File: src/hdl/pfpc_pkg.sv
// Package with shared constants, types and CRC helpers for the pose frame parser.
`timescale 1ns / 1ps
package pfpc_pkg;

  localparam int unsigned BufDepth = 32;

  localparam logic [7:0]  HdrV1 = 8'h5C;
  localparam logic [7:0]  HdrV2 = 8'h5D;
  localparam logic [4:0]  LenV1 = 5'd14;
  localparam logic [4:0]  LenV2 = 5'd28;
  localparam logic [7:0]  Crc8Init = 8'hFF;
  localparam logic [7:0]  Crc8Poly = 8'h8C;
  localparam logic [15:0] Crc16Init = 16'hFFFF;
  localparam logic [15:0] Crc16Poly = 16'h8408;
  localparam logic [30:0] LimitXy = 31'h447A0000;
  localparam logic [30:0] LimitZ = 31'h49742400;

  localparam logic CfgVersion = 1'b0;
  localparam logic CfgFlagMask = 1'b1;

  typedef struct packed {
    logic       we;
    logic [7:0] waddr;
    logic [7:0] wdata;
    logic [7:0] raddr;
  } mem_req_t;

  function automatic logic [7:0] crc8_byte(logic [7:0] c, logic [7:0] b);
    logic [7:0] r;
    r = c ^ b;
    for (int i = 0; i < 8; i++) begin
      r = r[0] ? ((r >> 1) ^ Crc8Poly) : (r >> 1);
    end
    return r;
  endfunction

  function automatic logic [15:0] crc16_byte(logic [15:0] c, logic [7:0] b);
    logic [15:0] r;
    r = c ^ {8'h00, b};
    for (int i = 0; i < 8; i++) begin
      r = r[0] ? ((r >> 1) ^ Crc16Poly) : (r >> 1);
    end
    return r;
  endfunction

  function automatic logic values_ok(logic [31:0] x, logic [31:0] y, logic [31:0] z);
    return (x[30:0] < LimitXy) && (y[30:0] < LimitXy) && (z[30:0] < LimitZ);
  endfunction

endpackage

File: src/hdl/pfpc_buf.sv
// Resync byte buffer: one write port and one registered read port.
`timescale 1ns / 1ps
module pfpc_buf #(
  parameter int unsigned BUF_DEPTH = pfpc_pkg::BufDepth,
  parameter int unsigned AW = $clog2(BUF_DEPTH)
) (
  input  logic               clk_i,
  input  logic               we_i,
  input  logic [AW-1:0]      waddr_i,
  input  logic [7:0]         wdata_i,
  input  logic [AW-1:0]      raddr_i,
  output logic [7:0]         rdata_o
);

  logic [7:0] mem_q [BUF_DEPTH];
  logic [7:0] rdata_q;

  always_ff @(posedge clk_i) begin
    if (we_i) begin
      mem_q[waddr_i] <= wdata_i;
    end
    rdata_q <= mem_q[raddr_i];
  end

  assign rdata_o = rdata_q;

endmodule

File: src/hdl/pose_frame_parser_crc.sv
// Top level of the dual format pose frame parser with CRC8 and CRC16 checks.
//   channel | direction | handshake                 | payload
//   input   | in        | in_valid_i / in_ready_o   | rx_byte_i
//   output  | out       | out_valid_o / out_ready_i | frame_done_o .. format_fail_count_o
//   config  | in        | cfg_we_i                  | cfg_idx_i, cfg_wdata_i
// Each beat goes through ST_WR and ST_CHECK, then one scan pass per frame candidate, one
// buffered byte per cycle through the buffer read port, with ST_CHECK before each pass.
// The buffer needs no clearing pass after reset.
// Input is stalled from acceptance until the result is loaded into the output register.
`timescale 1ns / 1ps
module pose_frame_parser_crc #(
  parameter int unsigned BUF_DEPTH = pfpc_pkg::BufDepth
) (
  input  logic        clk_i,
  input  logic        rst_ni,
  input  logic        cfg_we_i,
  input  logic        cfg_idx_i,
  input  logic [7:0]  cfg_wdata_i,
  input  logic        in_valid_i,
  output logic        in_ready_o,
  input  logic [7:0]  rx_byte_i,
  output logic        out_valid_o,
  input  logic        out_ready_i,
  output logic        frame_done_o,
  output logic        frame_is_v2_o,
  output logic        pose_ok_o,
  output logic        session_changed_o,
  output logic [31:0] x_bits_o,
  output logic [31:0] y_bits_o,
  output logic [31:0] z_bits_o,
  output logic [15:0] seq_number_o,
  output logic [31:0] session_word_o,
  output logic [31:0] stamp_ms_o,
  output logic [4:0]  crc_fail_count_o,
  output logic [4:0]  format_fail_count_o
);

  localparam int unsigned AW = $clog2(BUF_DEPTH);
  localparam int unsigned FW = $clog2(BUF_DEPTH + 1);

  typedef enum logic [2:0] {
    ST_IDLE, ST_WR, ST_CHECK, ST_SCAN, ST_OUT
  } state_e;

  function automatic logic [AW-1:0] wrap(logic [AW-1:0] base, logic [FW-1:0] off);
    logic [FW:0] s;
    s = {{(FW+1-AW){1'b0}}, base} + {1'b0, off};
    if (s >= (FW+1)'(BUF_DEPTH)) begin
      s = s - (FW+1)'(BUF_DEPTH);
    end
    return s[AW-1:0];
  endfunction

  state_e          state_q;
  logic [7:0]      ver_cfg_q, mask_cfg_q;
  logic [AW-1:0]   head_q;
  logic [FW-1:0]   fill_q;
  logic [31:0]     last_sess_q;
  logic [7:0]      byte_q;
  logic [4:0]      k_q;
  logic            v2_q;
  logic [7:0]      crc8_q, crc_lo_q;
  logic [15:0]     crc16_q;
  logic [111:0]    meta_q;
  logic [95:0]     xyz_q;
  logic [4:0]      crc_cnt_q, fmt_cnt_q;
  logic            r_done_q, r_v2_q, r_ok_q, r_chg_q;
  logic [95:0]     r_xyz_q;
  logic [15:0]     r_seq_q;
  logic [31:0]     r_sess_q, r_stamp_q;
  logic            out_valid_q;

  pfpc_pkg::mem_req_t req;
  logic [7:0]      rdata;

  pfpc_buf #(.BUF_DEPTH(BUF_DEPTH), .AW(AW)) u_buf (
    .clk_i   (clk_i),
    .we_i    (req.we),
    .waddr_i (req.waddr[AW-1:0]),
    .wdata_i (req.wdata),
    .raddr_i (req.raddr[AW-1:0]),
    .rdata_o (rdata)
  );

  logic [4:0]  xoff, need;
  logic [4:0]  xi;
  logic [31:0] sess_w;

  always_comb begin
    req = '0;
    req.wdata = byte_q;
    req.waddr = 8'(wrap(head_q, fill_q));
    req.we = (state_q == ST_WR);
    req.raddr = 8'(wrap(head_q, FW'(k_q + 5'd1)));
    if (state_q == ST_CHECK) begin
      req.raddr = 8'(head_q);
    end
    xoff = v2_q ? 5'd14 : 5'd1;
    need = v2_q ? pfpc_pkg::LenV2 : pfpc_pkg::LenV1;
    xi = k_q - xoff;
    sess_w = meta_q[79:48];
  end

  assign in_ready_o = (state_q == ST_IDLE);

  always_ff @(posedge clk_i or negedge rst_ni) begin
    if (!rst_ni) begin
      state_q     <= ST_IDLE;
      ver_cfg_q   <= 8'd2;
      mask_cfg_q  <= 8'd7;
      head_q      <= '0;
      fill_q      <= '0;
      last_sess_q <= '0;
      out_valid_q <= 1'b0;
      crc_cnt_q   <= '0;
      fmt_cnt_q   <= '0;
      r_done_q    <= 1'b0;
      k_q         <= '0;
      v2_q        <= 1'b0;
    end else begin
      if (cfg_we_i) begin
        unique case (cfg_idx_i)
          pfpc_pkg::CfgVersion:  ver_cfg_q <= cfg_wdata_i;
          pfpc_pkg::CfgFlagMask: mask_cfg_q <= cfg_wdata_i;
          default: ;
        endcase
      end
      if (out_valid_q && out_ready_i && state_q != ST_OUT) begin
        out_valid_q <= 1'b0;
      end
      unique case (state_q)
        ST_IDLE: begin
          if (in_valid_i) begin
            byte_q    <= rx_byte_i;
            crc_cnt_q <= '0;
            r_done_q  <= 1'b0;
            r_v2_q    <= 1'b0;
            r_ok_q    <= 1'b0;
            r_chg_q   <= 1'b0;
            r_xyz_q   <= '0;
            r_seq_q   <= '0;
            r_sess_q  <= '0;
            r_stamp_q <= '0;
            if (fill_q == FW'(BUF_DEPTH)) begin
              fmt_cnt_q <= 5'd1;
              head_q    <= wrap(head_q, FW'(1));
              fill_q    <= fill_q - FW'(1);
            end else begin
              fmt_cnt_q <= '0;
            end
            state_q <= ST_WR;
          end
        end
        ST_WR: begin
          fill_q  <= fill_q + FW'(1);
          state_q <= ST_CHECK;
        end
        ST_CHECK: begin
          k_q <= '0;
          state_q <= (fill_q == '0) ? ST_OUT : ST_SCAN;
        end
        ST_SCAN: begin
          k_q <= k_q + 5'd1;
          if (k_q < 5'd13) begin
            crc8_q <= pfpc_pkg::crc8_byte((k_q == '0) ? pfpc_pkg::Crc8Init : crc8_q, rdata);
          end
          if (k_q < 5'd26) begin
            crc16_q <= pfpc_pkg::crc16_byte((k_q == '0) ? pfpc_pkg::Crc16Init : crc16_q,
                                            rdata);
          end
          if (k_q == 5'd26) begin
            crc_lo_q <= rdata;
          end
          if (k_q < 5'd14) begin
            meta_q[8*k_q[3:0] +: 8] <= rdata;
          end
          if (k_q >= xoff && xi < 5'd12) begin
            xyz_q[8*xi[3:0] +: 8] <= rdata;
          end
          priority if (k_q == '0) begin
            priority if (rdata == pfpc_pkg::HdrV1) begin
              v2_q <= 1'b0;
              if (fill_q < FW'(pfpc_pkg::LenV1)) begin
                state_q <= ST_OUT;
              end
            end else if (rdata == pfpc_pkg::HdrV2) begin
              v2_q <= 1'b1;
              if (fill_q < FW'(3)) begin
                state_q <= ST_OUT;
              end
            end else begin
              if (fmt_cnt_q != 5'd31) fmt_cnt_q <= fmt_cnt_q + 5'd1;
              head_q  <= wrap(head_q, FW'(1));
              fill_q  <= fill_q - FW'(1);
              state_q <= ST_CHECK;
            end
          end else if (v2_q && k_q == 5'd2) begin
            if (meta_q[15:8] != ver_cfg_q || rdata != 8'(pfpc_pkg::LenV2)) begin
              if (fmt_cnt_q != 5'd31) fmt_cnt_q <= fmt_cnt_q + 5'd1;
              head_q  <= wrap(head_q, FW'(1));
              fill_q  <= fill_q - FW'(1);
              state_q <= ST_CHECK;
            end else if (fill_q < FW'(pfpc_pkg::LenV2)) begin
              state_q <= ST_OUT;
            end
          end else if (k_q == need - 5'd1) begin
            state_q <= ST_CHECK;
            if (v2_q ? (crc16_q == {rdata, crc_lo_q}) : (crc8_q == rdata)) begin
              head_q    <= wrap(head_q, FW'(need));
              fill_q    <= fill_q - FW'(need);
              r_done_q  <= 1'b1;
              r_v2_q    <= v2_q;
              r_xyz_q   <= xyz_q;
              if (v2_q) begin
                r_ok_q    <= ((meta_q[31:24] & mask_cfg_q) == mask_cfg_q) &&
                             pfpc_pkg::values_ok(xyz_q[31:0], xyz_q[63:32], xyz_q[95:64]);
                r_chg_q   <= (sess_w != last_sess_q) && (last_sess_q != '0);
                last_sess_q <= sess_w;
                r_seq_q   <= meta_q[47:32];
                r_sess_q  <= sess_w;
                r_stamp_q <= meta_q[111:80];
              end else begin
                r_ok_q    <= pfpc_pkg::values_ok(xyz_q[31:0], xyz_q[63:32], xyz_q[95:64]);
                r_chg_q   <= (last_sess_q != '0);
                last_sess_q <= '0;
                r_seq_q   <= '0;
                r_sess_q  <= '0;
                r_stamp_q <= '0;
              end
            end else begin
              if (crc_cnt_q != 5'd31) crc_cnt_q <= crc_cnt_q + 5'd1;
              head_q <= wrap(head_q, FW'(1));
              fill_q <= fill_q - FW'(1);
            end
          end
        end
        ST_OUT: begin
          if (!out_valid_q || out_ready_i) begin
            out_valid_q         <= 1'b1;
            frame_done_o        <= r_done_q;
            frame_is_v2_o       <= r_v2_q;
            pose_ok_o           <= r_ok_q;
            session_changed_o   <= r_chg_q;
            x_bits_o            <= r_xyz_q[31:0];
            y_bits_o            <= r_xyz_q[63:32];
            z_bits_o            <= r_xyz_q[95:64];
            seq_number_o        <= r_seq_q;
            session_word_o      <= r_sess_q;
            stamp_ms_o          <= r_stamp_q;
            crc_fail_count_o    <= crc_cnt_q;
            format_fail_count_o <= fmt_cnt_q;
            state_q             <= ST_IDLE;
          end
        end
        default: state_q <= ST_IDLE;
      endcase
    end
  end

  assign out_valid_o = out_valid_q;

endmodule
File: config.mk
export PLATFORM = sky130hd
export DESIGN_NAME = pose_frame_parser_crc
export DESIGN_NICKNAME = d
export VERILOG_FILES = /design/src/hdl/pfpc_pkg.sv /design/src/hdl/pfpc_buf.sv /design/src/hdl/pose_frame_parser_crc.sv
export SDC_FILE = /design/constraint.sdc
export NUM_CORES = 1
export LEC_CHECK = 0
export BUFFER_PORTS_ARGS = -buffer_cell sky130_fd_sc_hd__buf_4
export CAP_MARGIN = 10
export CORE_MARGIN = 2
export CORE_UTILIZATION = 40
export DETAILED_ROUTE_END_ITERATION = 16
export PLACE_DENSITY = 0.64
export SLEW_MARGIN = 10
export SYNTH_ARGS = -nofsm -noshare
export SYNTH_HDL_FRONTEND = slang
export SYNTH_SLANG_ARGS = --single-unit
File: constraint.sdc
create_clock -name clk_i -period 25.8 [get_ports clk_i]
set_clock_uncertainty 0.05 [all_clocks]
set_input_delay 5.16 -clock clk_i [delete_from_list [all_inputs] [get_ports clk_i]]
set_output_delay 5.16 -clock clk_i [all_outputs]
set_load 0.01 [all_outputs]
* Word level (Yosys, flattened, before mapping)
Memory sizes are Yosys's and may differ from the RTL's. A register that Yosys moved wholly into a read port is not among the register bits. Cells that the tools add are included.
Cells by class: $add $sub $neg 19, reductions and logical operators 37, magnitude comparators 15, shifts and indexed selects 4, eq/ne operators 37, bitwise logic cells 22, multiplexer cells 134
Operator list (number):
- 2-to-1 mux 96 bit | 5
- 2-to-1 mux 32 bit | 11
- 2-to-1 mux 16 bit | 14
- case mux 96 bit (2 select lines) | 1
- 2-to-1 mux 5 bit | 28
- case mux 32 bit (2 select lines) | 2
- bitwise mux 112 bit | 1
- variable shift 8 x 34 -> 112 bit (first input constant) | 1
- variable part select 8 x 34 -> 112 bit | 1
- bitwise mux 96 bit | 1
- variable shift 8 x 34 -> 96 bit (first input constant) | 1
- variable part select 8 x 34 -> 96 bit | 1
- less-than comparator 31 bit (second input constant) | 3
- negator 7 -> 34 bit | 2
- 2-to-1 mux 8 bit | 8
- 2-to-1 mux 6 bit | 9
- NOT 2 -> 3 bit | 16
- case mux 5 bit (2 select lines) | 4
- 2-to-1 mux 3 bit | 12
- inequality test 32 bit | 1
- case mux 16 bit (2 select lines) | 1
- nonzero test 32 bit | 1
- 2-to-1 mux 1 bit | 28
- AND reduction 7 bit | 4
- other kinds (55) | 112
Word-level totals: memories kept 1, output and inout bits 192, bits in registers 697, memory bits (writable) 256, word-level logic and storage cells 308
Memory list:
- u_buf.mem_q | depth 32, width 8, rd ports 1, clocked after Yosys merged registers in 1, wr ports 1, line pfpc_buf.sv:15 | logic [7:0] mem_q [BUF_DEPTH];

* Depth between registers and ports, before layout
Gate-level depths: netlist (run 1).
depth after elaboration 19, mapped depth 14

* Hierarchy
A second synthesis (run 1) with hierarchy kept.
Second synthesis, totals: cells, all modules 2343, area, all modules 37737.4 um^2
By module, submodules not included:
- pose_frame_parser_crc | area each 27684.1 um^2, times used 1, cells an instance 1926, seq. area each 20054.2 um^2
- pfpc_buf | area each 10053.4 um^2, times used 1, cells an instance 417, seq. area each 7847.5 um^2

* Least setup slack after synthesis (run 1)
No wires, ideal clock.
path kind in2reg, from input port out_ready_i, to register crc_fail_count_o[0] (enable), stages on the path 3, arrival time 13.300 ns, buffers on the path 0, library setup time 0.747 ns, setup slack 11.703 ns, path through nand2b_1 nand2_1 nor2_1
On the way: word-level cells in the longest chain between the ends 2
Ends and longest elaborated chain:
- from (decl) | line pose_frame_parser_crc.sv:23 | input logic out_ready_i,
- logical OR 1 bit | line pose_frame_parser_crc.sv:238 | if (!out_valid_q || out_ready_i) begin
- AND reduction 3 bit (no line)
- to (signal assigned) | line pose_frame_parser_crc.sv:250 | crc_fail_count_o <= crc_cnt_q;
- to (decl) | line pose_frame_parser_crc.sv:34 | output logic [4:0] crc_fail_count_o,
No other way between the ends. A chain may end at the register's enable or synchronous reset.

* Worst setup path in the final report (run 1)
from input port in_valid_i, to register r_xyz_q[83] (enable)
On the way: word-level cells in the longest chain between the ends 2
Ends and longest elaborated chain:
- from (decl) | line pose_frame_parser_crc.sv:19 | input logic in_valid_i,
- inequality test 2 bit (no line)
- AND reduction 7 bit (no line)
- to (signal assigned) | line pose_frame_parser_crc.sv:213 | r_xyz_q <= xyz_q;
- to (decl) | line pose_frame_parser_crc.sv:68 | logic [95:0] r_xyz_q;
No other way between the ends.

==> run metrics, run 1 <==
Comb power frac 0.313; first-pass GRT wire length 121000 um; Hold Path Depth 0; syn_nets 2385; largest net degree at the start of global routing about 110; die area 95600 um^2; CTS clk-pin slew, worst paths 60 ps; Setup Viol. Count Final 0; Initial DRC Count 1718; post-route antenna net violation count 0; CTS max path bufs 3; WHS Endpoint stamp_ms_o[29]$_DFFE_PP_; critical-path maximum fanout 74; Post-synth ARST share 0.0847; Yosys cell types 68; layout net count 2604; fin crit period 8020 ps; Synth Area per Inst about 16 um^2; Tot GR Track Use 0.167; Starting Density 0.405; FF-to-FF Start k_q[1]$_DFFE_PN0P_; synthesized area between 30000 and 40000 um^2; Tcrit/Tclk final 0.311; GRT Residual Overflow 0; Hold WC Path Type reg -> reg; initial antenna violation count 2; fmax 125 MHz; RSZ-0062 raised after global routing no; WHS 358 ps; layout overhead on the synthesized area 16.8%; layout cell share with drive strength beyond 1 0.190; WS Path Type in -> reg; Power Internal 3280 uW; drt first pass iters 6; commonest non-fill, non-tap cell in the layout edfxtp_1; vias 20000; run status finished clean; fin. max-slew vios 0; Primary FF master, synth edfxtp_1; setup TNS 0 ps; Switching Fraction 0.332; Worst Path Arrival 8240 ps; # resized after CTS 0; power density over cell area 113 nW/um^2; Fin. Hold Viols 0; CTS tree done; Post-synth EDFFs around 860; Clk pwr share 0.290; Reg2Reg Depth 10; Sw Pwr 1630 uW; CTS root buffer clkbuf_16; Leakage Power roughly 0.015 uW; most frequent cells in the layout edfxtp_1 (857), buf_4 (240), nor2_1 (214), and2_1 (175), xnor2_1 (107); VDD IR-drop max ~0.086 mV; Cell Rows between 100 and 150; max cap viols 0; I/O Pins about 210; Post-CTS Setup Repair Bufs 0; Avg Vias per Cell 5.17; fill count a little under 8000; Seq/Total Area, Yosys 0.749; GPL Wtd Cong 0.925; Final HPWL DP about 52000 um; H-tree depth 3; relative slew slack 0.183; area of the core 91900 um^2; Worst-Margin Slew between 1000 and 1500 ps; flop-to-flop setup slack 20470 ps; Worst-Skew Late Latency 690 ps; drt total wl 79900 um; wire per inst 20.6 um; Ys Warns 0; Die W 309 um; r2r endpoint r_xyz_q[83]$_SDFFCE_PN0P_; hold_buf cts 0; die height 309 um; min-delay src r_stamp_q[29]$_SDFFCE_PN0P_; CP Launch Type input pin; worst path required time roughly 26000 ps; # clock sinks between 900 and 1000; Flop pwr share 0.397; cells after synthesis 2330; DRC Markers 0; vias in the first global route 20200; Yosys reg bits 945; IO Port Bufs 213; TritonCTS Buffers 93; Worst setup EP type register
stage by stage:
| stage | instances | worst slack (ps) | instance area (um^2) | util | power, uW |
|---|---|---|---|---|---|
| floorplan | 2330 | 11700 | 37300 | - | 3090 |
| global placement | 3696 | 17220 | 40200 | 0.437 | 3480 |
| detailed placement | 3696 | 17100 | 40200 | 0.437 | 3510 |
| CTS | 3872 | 17760 | 43500 | 0.473 | 4940 |
| global route | 3874 | 17410 | 43500 | 0.473 | 5150 |
| finish | 3874 | 17780 | 43500 | 0.473 | 4910 |
critical path, cell delays in order:
cell,delay [ps]
buf_4,100
nor4b_2,730
o21a_4,630
buf_4,670
buf_4,800
logic make-up after synthesis:
kind of cell    Yosys count  share of synthesized area
compound gates          199                     0.0360
xor+xnor                140                     0.0329
fa+ha+maj                33                     0.0117
buf+inv                 149                     0.0158
flops                   945                      0.749
mux                      95                     0.0478
simple gates            769                      0.107
power by group through the flow:
stage	Sequential, uW	Combinational [uW]	Clock, uW
floorplan	1910	1170	0
global placement	1980	1500	0
detailed placement	1980	1530	0
CTS	1950	1540	1450
global route	1960	1680	1510
finish	1950	1540	1430
layer usage:
metal	global-route usage	vias to the layer above	routed length [um]
li1	-	9170	-
met1	0.215	9991	32500
met2	0.282	711	40000
met3	0.0353	138	5530
met4	0.0533	2	1950
met5	0	-	27
sequential cells by signal (all words and copies together) (netlist names), 16 cells and up:
signal / count
r_stamp_q: 32
x_bits_o: 32
stamp_ms_o: 32
r_sess_q: 32
u_buf.mem_q: 256
z_bits_o: 32
meta_q: 96
last_sess_q: 32
r_seq_q: 16
r_xyz_q: 96
y_bits_o: 32
seq_number_o: 16
crc16_q: 16
xyz_q: 96
session_word_o: 32
layout make-up:
cell class	instances	area (um^2)	area share
repair buffers	241	1830	0.0420
clock inverters	71	883	0.0203
inverters	32	120	0.00276
clock buffers	105	2390	0.0550
flip-flops and latches	945	27900	0.641
diodes	1	2.50	0.0000575
well taps	1243	1560	0.0357
multi-input cells	1236	8820	0.203
Yosys cell counts, types with 33 or more instances:
cell	number	share of area
dfrtp_1	76	0.051
a21oi_1	43	0.0058
clkbuf_1	100	0.010
and3_1	87	0.015
mux4_2	64	0.039
o21ai_0	56	0.0075
a22o_1	34	0.0080
nand2_1	93	0.0094
xnor2_1	107	0.025
and2_1	175	0.029
xor2_1	33	0.0078
nand3_1	55	0.0074
nor2_1	215	0.022
edfxtp_1	857	0.69
how the worst max path moves through the flow:
stage / endpoint / slack, ps / start / cells past startpoint
after floorplan: crc_fail_count_o[0]$_DFFE_PP_ / 11700 / out_ready_i / 3
after global placement: r_xyz_q[43]$_SDFFCE_PN0P_ / 17220 / in_valid_i / 5
after detailed placement: r_xyz_q[40]$_SDFFCE_PN0P_ / 17100 / in_valid_i / 5
after CTS: r_xyz_q[83]$_SDFFCE_PN0P_ / 17760 / in_valid_i / 5
after global routing: r_xyz_q[83]$_SDFFCE_PN0P_ / 17410 / in_valid_i / 5
final: r_xyz_q[83]$_SDFFCE_PN0P_ / 17780 / in_valid_i / 5
No activity file was read; power rests on OpenSTA's default activity.
==> run 2, diff against run 1 <==
--- a/config.mk
+++ b/config.mk
@@ -10,7 +10,7 @@
 export CORE_MARGIN = 2
 export CORE_UTILIZATION = 40
 export DETAILED_ROUTE_END_ITERATION = 16
-export PLACE_DENSITY = 0.64
+export PLACE_DENSITY = 0.66
 export SLEW_MARGIN = 10
 export SYNTH_ARGS = -nofsm -noshare
 export SYNTH_HDL_FRONTEND = slang
==> constraint.sdc (replaced) <==
create_clock -name clk_i -period 6.55 [get_ports clk_i]
set_clock_uncertainty 0.05 [all_clocks]
set_input_delay 1.31 -clock clk_i [delete_from_list [all_inputs] [get_ports clk_i]]
set_output_delay 1.31 -clock clk_i [all_outputs]
set_load 0.01 [all_outputs]
==> run metrics, run 2 (same netlist as run 1, synthesis figures left out) <==
H-tree depth 3 (unchanged); Cell Rows 111 (unchanged); Crit path largest cell delay 620 ps (-180 ps); Post-CTS Setup Repair Bufs 0 (unchanged); wire per inst 20.4 um (-1.1%); Worst setup EP type register; register name with the most flops u_buf.mem_q; TritonCTS Buffers 93 (unchanged); GRT Residual Overflow 0 (unchanged); CP Launch Type register; layout cell share with drive strength beyond 1 0.185 (-0.00570); run status finished clean; layout net count 2607 (+0.12%); flop-to-flop setup slack 2000 ps (-18470 ps); worst path required time 6770 ps (-19240 ps); Worst Path Arrival 4770 ps (-3470 ps); Crit path max-delay family simple AND/OR/NAND/NOR gates; post-route antenna net violation count 0 (unchanged); Critical Path, Cell by Cell inv_1 > ha_1 > inv_1 > fa_1 > xnor2_1 > nand3_1 > inv_1 > ha_1 > nand2b_1 > nor3_1 > nor2b_1; Avg Vias per Cell 5.16 (-0.13%); Worst-Margin Slew 1220 ps (+4.06 ps); Post-Layout Cell Count 3873 (-0.026%); Critical-path top delay cell nor3_1; Ant. Diodes 0 (-1); Fin. Hold Viols 0 (unchanged); Die W 309 um (unchanged); IO Port Bufs 213 (unchanged); CTS max path bufs 3 (unchanged); fin crit period 4550 ps; Starting Density 0.405 (unchanged); DRC Markers 0 (unchanged); hold_buf cts 0 (unchanged); fin. max-slew vios 0 (unchanged); commonest non-fill, non-tap cell in the layout edfxtp_1; drt first pass iters 5 (-1); VDD IR-drop max 0.598 mV (+590%); I/O Pins 214 (unchanged); Leakage Power 0.0151 uW (-0.91%); GPL Wtd Cong 0.872 (-5.8%); placed cells 3699 (+0.081%); # clock sinks 945 (unchanged); Initial DRC Count 1885 (+9.7%); critical-path maximum fanout 23 (-69%); vias in the first global route 19800 (-1.7%); Setup Viol. Count Final 0 (unchanged); most frequent cells in the layout edfxtp_1 (857), buf_4 (241), nor2_1 (214), and2_1 (175), xnor2_1 (107); power density over cell area 437 nW/um^2 (+290%); setup TNS 0 ps (unchanged); first-pass GRT wire length 120000 um (-1.4%); max cap viols 0 (unchanged); WS Path Type reg -> reg; # resized after CTS 0 (unchanged); CTS tree done; largest net degree at the start of global routing 142 (+26%); vias 20000 (-0.16%); Tot GR Track Use 0.164 (-0.00262); CTS root buffer clkbuf_16; layout overhead on the synthesized area 16.1%; Tcrit/Tclk final 0.695; max FFs per register 256 (unchanged); Worst-Skew Late Latency 670 ps (-20 ps); initial antenna violation count 1 (-1); fmax 220 MHz; drt total wl 79000 um (-1.1%); CTS clk-pin slew, worst paths 60 ps (about the same); die area 95600 um^2 (unchanged); Final HPWL DP 52500 um (+0.12%); relative slew slack 0.181 (-0.00272); most used cell, CP inv_1; die height 309 um (unchanged); RSZ-0062 raised after global routing no; crit path buf inv count 3 (unchanged); area of the core 91900 um^2 (unchanged); Hold WC Path Type reg -> reg
run 2: cell count changes in the layout (fill, tap and decap cells not counted), moves of 2 or more:
cell / change
inv_16: -3
clkinvlp_4: +2
clkbuf_1: +14
clkinv_2: -5
dfxtp_1: +3
dfxtp_2: -3
nor3_1: -2
bufinv_16: -9
buf_12: +2
nor3_2: +2
run 2: layout make-up:
class	instances	area, um^2
fillers	7742	48700
flip-flops and latches	945	27900
multi-input cells	1236	8820
clock buffers	119	2460
repair buffers	244	1860
well taps	1243	1560
clock inverters	54	542
inverters	32	120
run 2: metrics by stage:
step	area (um^2)	power [uW]	hold slack, ps	setup slack, ps	utilization
2_1_floorplan	37300	12200	350	1740	-
3_3_place_gp	40200	13700	356	2290	0.438
3_5_place_dp	40200	13800	355	2030	0.438
4_1_cts	43200	19000	365	2010	0.470
5_1_grt	43300	19800	373	1580	0.471
6_report	43300	18900	362	2000	0.471
run 2: path summary, 6_finish.rpt:
kind	startpoint	to	cells after the start
worst max-delay path	v2_q$_DFFE_PN0P_	xyz_q[38]$_DFFE_PP_	11
worst min register to register	r_xyz_q[0]$_SDFFCE_PN0P_	x_bits_o[0]$_DFFE_PP_	0
worst max register to register	v2_q$_DFFE_PN0P_	xyz_q[38]$_DFFE_PP_	11
min in group asynchronous	rst_ni	crc_cnt_q[2]$_DFFE_PN0P_	1
max in group asynchronous	rst_ni	last_sess_q[4]$_DFFE_PN0P_	2
worst min-delay path	r_xyz_q[0]$_SDFFCE_PN0P_	x_bits_o[0]$_DFFE_PP_	0
run 2: worst reg2reg max path, stage by stage, from the launching register on:
cell      delay [ps]
dfrtp_2          400
inv_1            320
ha_1             290
inv_1             70
fa_1             400
xnor2_1          390
nand3_1          220
inv_1            150
ha_1             190
nand2b_1         480
nor3_1           620
nor2b_1          610
run 2: routing by layer:
| layer | global-route usage | vias to the layer above | share of wire |
|---|---|---|---|
| met5 | 0 | - | 0.00016 |
| met4 | 0.0514 | 2 | 0.024 |
| met3 | 0.0288 | 135 | 0.068 |
| met2 | 0.278 | 716 | 0.50 |
| met1 | 0.215 | 9968 | 0.41 |
| li1 | - | 9159 | - |
run 2: where the power goes:
group          leakage, uW  switching, uW  internal (uW)
Sequential         0.00896            378           7220
Clock              0.00144           2200           2980
Combinational      0.00465           3770           2370
